<file path="src/rtl/core/rpd_pkg.sv">
`default_nettype none
package rpd_pkg;

  localparam logic [7:0] BroadcastAddr = 8'd255;
  localparam logic [7:0] MinLength     = 8'd4;
  localparam logic [7:0] LengthIndex   = 8'd3;

  typedef enum logic [0:0] {
    OP_RX_BYTE = 1'b0,
    OP_RELEASE = 1'b1
  } op_e;

  typedef struct packed {
    logic       write_valid;
    logic [7:0] write_index;
    logic [7:0] write_byte;
    logic       packet_done;
    logic [7:0] packet_length;
    logic       flush_request;
  } result_t;

endpackage
`default_nettype wire

</file>
<file path="src/rtl/core/rpd_core.sv">
`default_nettype none
module rpd_core (
  input  wire logic            clk_i,
  input  wire logic            rst_ni,
  input  wire logic            step_en_i,
  input  wire logic            operation_i,
  input  wire logic [7:0]      rx_byte_i,
  input  wire logic [7:0]      device_address_i,
  output rpd_pkg::result_t     result_o
);
  import rpd_pkg::*;

  logic       packet_ready_q, packet_ready_d;
  logic       receiving_q, receiving_d;
  logic [7:0] byte_position_q, byte_position_d;
  logic [7:0] expected_length_q, expected_length_d;
  logic [7:0] pos_inc;
  logic [7:0] exp_new;
  result_t    res;

  assign pos_inc = byte_position_q + 8'd1;
  assign exp_new = (byte_position_q == LengthIndex) ? rx_byte_i : expected_length_q;

  always_comb begin
    res               = '0;
    packet_ready_d    = packet_ready_q;
    receiving_d       = receiving_q;
    byte_position_d   = byte_position_q;
    expected_length_d = expected_length_q;
    priority if (operation_i == OP_RELEASE) begin
      packet_ready_d = 1'b0;
    end else if (packet_ready_q) begin
      res.flush_request = 1'b1;
    end else if (receiving_q &&
                 (byte_position_q < MinLength || byte_position_q < expected_length_q)) begin
      expected_length_d = exp_new;
      res.write_valid   = 1'b1;
      res.write_index   = byte_position_q;
      res.write_byte    = rx_byte_i;
      byte_position_d   = pos_inc;
      if (pos_inc >= exp_new && pos_inc > MinLength) begin
        packet_ready_d      = 1'b1;
        res.packet_done     = 1'b1;
        res.packet_length   = pos_inc;
        receiving_d         = 1'b0;
        byte_position_d     = '0;
        res.flush_request   = 1'b1;
      end
    end else if (!receiving_q) begin
      if (rx_byte_i == device_address_i || rx_byte_i == BroadcastAddr) begin
        res.write_valid = 1'b1;
        res.write_index = byte_position_q;
        res.write_byte  = rx_byte_i;
        receiving_d     = 1'b1;
        byte_position_d = pos_inc;
      end else begin
        res.flush_request = 1'b1;
      end
    end else begin
      // short length: drop the byte and close the packet
      packet_ready_d    = 1'b1;
      res.packet_done   = 1'b1;
      res.packet_length = expected_length_q;
      byte_position_d   = '0;
      receiving_d       = 1'b0;
      res.flush_request = 1'b1;
    end
  end

  assign result_o = res;

  always_ff @(posedge clk_i or negedge rst_ni) begin
    if (!rst_ni) begin
      packet_ready_q    <= 1'b0;
      receiving_q       <= 1'b0;
      byte_position_q   <= '0;
      expected_length_q <= '0;
    end else if (step_en_i) begin
      packet_ready_q    <= packet_ready_d;
      receiving_q       <= receiving_d;
      byte_position_q   <= byte_position_d;
      expected_length_q <= expected_length_d;
    end
  end

endmodule
`default_nettype wire

</file>
<file path="src/rtl/core/rpd_out_reg.sv">
`default_nettype none
module rpd_out_reg (
  input  wire logic             clk_i,
  input  wire logic             rst_ni,
  input  wire logic             load_i,
  input  wire rpd_pkg::result_t result_i,
  output logic                  advance_o,
  output logic                  out_valid_o,
  input  wire logic             out_ready_i,
  output rpd_pkg::result_t      result_o
);
  import rpd_pkg::*;

  logic    out_valid_q, out_valid_d;
  result_t result_q;

  assign advance_o = !out_valid_q || out_ready_i;

  always_comb begin
    out_valid_d = out_valid_q;
    if (advance_o) begin
      out_valid_d = load_i;
    end
  end

  always_ff @(posedge clk_i or negedge rst_ni) begin
    if (!rst_ni) begin
      out_valid_q <= 1'b0;
    end else begin
      out_valid_q <= out_valid_d;
    end
  end

  // hold the result while the receiver stalls
  always_ff @(posedge clk_i) begin
    if (advance_o && load_i) begin
      result_q <= result_i;
    end
  end

  assign out_valid_o = out_valid_q;
  assign result_o    = result_q;

endmodule
`default_nettype wire

</file>
<file path="src/rtl/core/radio_packet_deframer_unit.sv">
// Radio packet deframer: turns received radio bytes into packet buffer writes.
// Input channel (in_valid_i/in_ready_o): operation_i = 0 delivers rx_byte_i,
// operation_i = 1 releases a completed packet buffer.
// Output channel (out_valid_o/out_ready_i): one result per input item, giving
// the buffer write (write_valid_o, write_index_o, write_byte_o), packet
// completion (packet_done_o, packet_length_o) and a FIFO resync request.
// Config channel (cfg_valid_i/cfg_ready_o): cfg_data_i sets the node address;
// write it only while no item is in flight.
// Timing: an accepted item is held in the input register, and its result is
// then loaded into the result register, where it stays valid until taken.
// Throughput: one item per cycle while out_ready_i is high; the per-item
// decision is a single compare-and-count step on the packet state.
// Reset: clears the node address, packet state and both valid flags.
// Stall: while out_ready_i is low the result register holds and the input
// register fills; in_ready_o drops once both are occupied, with no item lost.
`default_nettype none
module radio_packet_deframer_unit (
  input  wire logic       clk_i,
  input  wire logic       rst_ni,
  input  wire logic       in_valid_i,
  output logic            in_ready_o,
  input  wire logic       operation_i,
  input  wire logic [7:0] rx_byte_i,
  output logic            out_valid_o,
  input  wire logic       out_ready_i,
  output logic            write_valid_o,
  output logic [7:0]      write_index_o,
  output logic [7:0]      write_byte_o,
  output logic            packet_done_o,
  output logic [7:0]      packet_length_o,
  output logic            flush_request_o,
  input  wire logic       cfg_valid_i,
  output logic            cfg_ready_o,
  input  wire logic [7:0] cfg_data_i
);
  import rpd_pkg::*;

  logic       in_valid_q, in_valid_d;
  logic       operation_q;
  logic [7:0] rx_byte_q;
  logic [7:0] device_address_q;
  logic       advance;
  logic       step_en;
  result_t    core_result;
  result_t    out_result;

  assign cfg_ready_o = 1'b1;
  assign in_ready_o  = !in_valid_q || advance;
  assign step_en     = in_valid_q && advance;

  always_comb begin
    in_valid_d = in_valid_q;
    if (in_ready_o) begin
      in_valid_d = in_valid_i;
    end
  end

  always_ff @(posedge clk_i or negedge rst_ni) begin
    if (!rst_ni) begin
      in_valid_q       <= 1'b0;
      device_address_q <= '0;
    end else begin
      in_valid_q <= in_valid_d;
      if (cfg_valid_i && cfg_ready_o) begin
        device_address_q <= cfg_data_i;
      end
    end
  end

  always_ff @(posedge clk_i) begin
    if (in_valid_i && in_ready_o) begin
      operation_q <= operation_i;
      rx_byte_q   <= rx_byte_i;
    end
  end

  rpd_core u_core (
    .clk_i            (clk_i),
    .rst_ni           (rst_ni),
    .step_en_i        (step_en),
    .operation_i      (operation_q),
    .rx_byte_i        (rx_byte_q),
    .device_address_i (device_address_q),
    .result_o         (core_result)
  );

  rpd_out_reg u_out (
    .clk_i       (clk_i),
    .rst_ni      (rst_ni),
    .load_i      (in_valid_q),
    .result_i    (core_result),
    .advance_o   (advance),
    .out_valid_o (out_valid_o),
    .out_ready_i (out_ready_i),
    .result_o    (out_result)
  );

  assign write_valid_o   = out_result.write_valid;
  assign write_index_o   = out_result.write_index;
  assign write_byte_o    = out_result.write_byte;
  assign packet_done_o   = out_result.packet_done;
  assign packet_length_o = out_result.packet_length;
  assign flush_request_o = out_result.flush_request;

endmodule
`default_nettype wire

</file>
<file path="config.mk">
export PLATFORM = sky130hd
export DESIGN_NAME = radio_packet_deframer_unit
export DESIGN_NICKNAME = d
export VERILOG_FILES = /design/src/rtl/core/rpd_pkg.sv /design/src/rtl/core/rpd_core.sv /design/src/rtl/core/rpd_out_reg.sv /design/src/rtl/core/radio_packet_deframer_unit.sv
export SDC_FILE = /design/constraint.sdc
export NUM_CORES = 1
export LEC_CHECK = 0
export ABC_CLOCK_PERIOD_IN_PS = 5800
export BUFFER_PORTS_ARGS = -buffer_cell sky130_fd_sc_hd__buf_4
export CAP_MARGIN = 20
export CORE_ASPECT_RATIO = 2
export CORE_MARGIN = 1
export CORE_UTILIZATION = 37
export CTS_CLUSTER_DIAMETER = 60
export DETAILED_ROUTE_END_ITERATION = 10
export RECOVER_POWER = 100
export SYNTH_ARGS = -nofsm -noshare
export SYNTH_HDL_FRONTEND = slang
export SYNTH_SLANG_ARGS = --single-unit
</file>
<file path="constraint.sdc">
create_clock -name clk_i -period 5.8 [get_ports clk_i]
set_input_delay 1.16 -clock clk_i [delete_from_list [all_inputs] [get_ports clk_i]]
set_output_delay 1.16 -clock clk_i [all_outputs]
set_load 0.005 [all_outputs]
</file>
==> summary.md <==
| Metric | Value |
|---|---|
| Main synth FF type | edfxtp_1 |
| Root buffer cell | clkbuf_16 |
| Synthesized flop and latch total | 64 |
| Pwr Total | 1360 µW |
| RR Startpoint | u_core.byte_position_q[0] |
| Cell repeated most along the worst path | ha_1 |
| Status | finished with violations |
| CTS clock-pin slew for the worst setup and hold paths | 50 ps |
| Largest net degree at the start of global routing | 31 |
| Die area | 9690 µm² |
| CTS tree | built |
| RSZ-0062 raised after global routing | false |
| Antenna violations before repair | 0 |
| Final #Nets | 377 |
| H-tree depth | 3 |
| Cts bufs inserted | 9 |
| Post-synth top cells | 36 x edfxtp_1, 28 x dfrtp_1, 28 x nor2_1 |
| Row count | 49 |
| Hold_ws | 492 ps |
| Cells after synthesis | 288 |
| Failing checks | capacitance limit, slew limit |
| CP top delay family | compound AO/OA/AOI/OAI gates |
| Tmin final | 4110 ps |
| Final Worst Setup Slack | 1690 ps |
| Kind of critical path | flop to flop |
| Worst path buffer plus inverter count | 0 |
| Most common cell in the synthesized netlist | edfxtp_1 |
| Final wirelength | 7.41 mm |
| Die X | 70.1 µm |
| Ports | 52 |
| CP Capture Point | u_core.byte_position_q[5] |
| R2r setup slk | 1690 ps |
| Crit path depth | 11 |
| F_max | 0.243 GHz |
| Worst-Skew Late Latency | 330 ps |
| CP max stage cell | dfrtp_1 |
| Core area | 9010 µm² |
| Setup violations, final | 0 |
| Post-Route Setup TNS | 0 ps |
| Required time of the critical path | 6070 ps |
| Pre-Repair DR Iteration Count | 4 |
| Worst Skew | 5.14 ps |
| Distinct cell type count after synthesis | 55 |
| Crit path launch | u_core.byte_position_q[0] |
| Global Route Usage Sum | 16.7% |
| Die Ht | 138 µm |
| Max Fanout on Critical Path | 12 |
| Largest cells by area after synthesis | edfxtp_1 31%, dfrtp_1 20%, ha_1 6.2% |
| Worst-Margin Slew | 1750 ps |
| Share of cells above drive strength 1 | 24.2% |
| Clock buffer depth | 2 |
| Sequential share of the synthesized area | 51.9% |
| DR iter-0 viols | 165 |
| Max-slew violations | 78 |
| Gates resized, CTS repair | 0 |
| Routed WL per cell | 16.7 µm |
| Port bufs | 50 |
| Post-synth EDFFs | 36 |
| Worst hold path class | flop to flop |
| First-pass GRT wire length | 12.1 mm |
| Final hold vios | 0 |
| Remaining antenna violation count after routing | 0 |
| GR Overflow Total | 0 |
| Dpl cell area | 3820 µm² |
| Setup slack at placement | 2090 ps |
| Vias in the first global route | 2398 |
| Slew HR | -16.4% |
| Routed vias | 2358 |
| Final Cycle Share | 70.9% |
| Number of max-cap violations | 3 |
| CTS Hold Bufs | 0 |
| CP Launch Type | flop |
| Clock sink count | 64 |
| Cells along the critical path | ha_1, nand4_1, mux2_1, ha_1, nand2b_1, a2111oi_0, o31ai_1, and2_0, o2bb2ai_1, o21ai_0, a22o_2 |
| Design area | 4020 µm² |
| Detailed-route DRC error count | 0 |
| Setup Fix Bufs, Post-CTS | 0 |
| Ys Warns | 0 |
| Worst Path Arrival | 4380 ps |
| Diodes inserted | 0 |
| Syn avg cell area | 11.9 µm² |
| Worst IR Drop VDD | 0.206 mV |
| Power Density | 338 nW/µm² |
| Area of the mapped netlist | 3430 µm² |
| Yosys top cell by area | edfxtp_1 |
| Post-DP HPWL | 5.61 mm |
| Yosys top cell area share | 31.5% |
| RR Endpoint | u_core.byte_position_q[5] |
| Leakage | 0.00174 µW |
| Placer Congestion | 0.884 |
| Synthesized net count | 327 |
| CP Capture Type | flop |
| CP max stage delay | 580 ps |
| Initial Util | 38.1% |
| Synth-to-layout area growth | 17.2% |
| Share of flip-flops with an asynchronous set or reset | 43.8% |
| Worst reg2reg path depth | 11 |
| Fillers | 870 |
| Number of vias per cell | 5.30 |
cells in the final DEF, fill, tap and decap left out, types with 9 or more instances in the layout:
cell type,netlist,layout
a21oi_1,15,15
nand2_1,13,13
buf_4,5,9
ha_1,17,17
clkbuf_16,0,9
dfrtp_1,28,28
mux2_2,10,9
edfxtp_1,36,36
inv_1,14,14
and2_0,0,17
nor2_1,28,29
clkbuf_4,0,39
xnor2_1,11,11
through the flow:
| stage | cells | util (%) |
|---|---|---|
| after floorplan | 288 | - |
| after global placement | 429 | 42.4 |
| after detailed placement | 429 | 42.4 |
| after CTS | 445 | 45.5 |
| after global routing | 445 | 44.6 |
| final | 445 | 44.6 |
layout make-up:
type	instances	area, µm²	share of cell area, %
Clock buffer	9	225	5.60
Sequential cell	64	1780	44.3
Timing Repair Buffer	51	372	9.24
Inverter	14	52.6	1.31
Multi-Input combinational cell	198	1420	35.2
Tap cell	102	128	3.17
Clock inverter	7	47.5	1.18
flip-flops by register name, indices dropped and copies added, names as in the netlist:
name / flops
u_core.expected_length_q: 8
in_valid_q: 1
u_core.byte_position_q: 8
u_out.out_valid_o: 1
u_core.receiving_q: 1
device_address_q: 8
u_out.result_o: 27
rx_byte_q: 8
u_core.packet_ready_q: 1
operation_q: 1
worst min-delay path by stage:
stage | slack (ps) | depth (start not counted) | end | startpoint
after detailed placement | 490 | 1 | u_out.out_valid_o | in_valid_q
after CTS | 500 | 1 | u_out.out_valid_o | in_valid_q
after global placement | 460 | 1 | u_out.out_valid_o | in_valid_q
final | 490 | 1 | u_out.out_valid_o | in_valid_q
after floorplan | 450 | 1 | u_out.out_valid_o | in_valid_q
after global routing | 520 | 1 | u_out.out_valid_o | in_valid_q
cells by family after synthesis:
kind of cell | synth area share, %
AND/OR/NAND/NOR | 16.1
flip-flops | 51.9
AO/OA/AOI/OAI | 11.8
buffers and inverters | 4.96
adder cells (fa/ha/maj) | 6.20
multiplexers | 5.32
XOR/XNOR | 3.57
other | 0.109
where the power goes:
part           internal, µW  leakage (µW)  total, µW  switching (µW)
Sequential              541      0.000710        599            58.4
Clock                   288      0.000133        487             199
Combinational           125      0.000895        274             149
Total                   954       0.00174       1360             406
per-layer routing:
| metal | GRT usage, % | routed length [µm] | up-vias |
|---|---|---|---|
| li1 | - | - | 1145 |
| met1 | 15.6 | 2630 | 1134 |
| met2 | 31.2 | 4220 | 57 |
| met3 | 3.79 | 221 | 22 |
| met4 | 10.8 | 340 | 0 |
| met5 | 0 | 0 | - |
No activity file was read; power rests on OpenSTA's default activity.
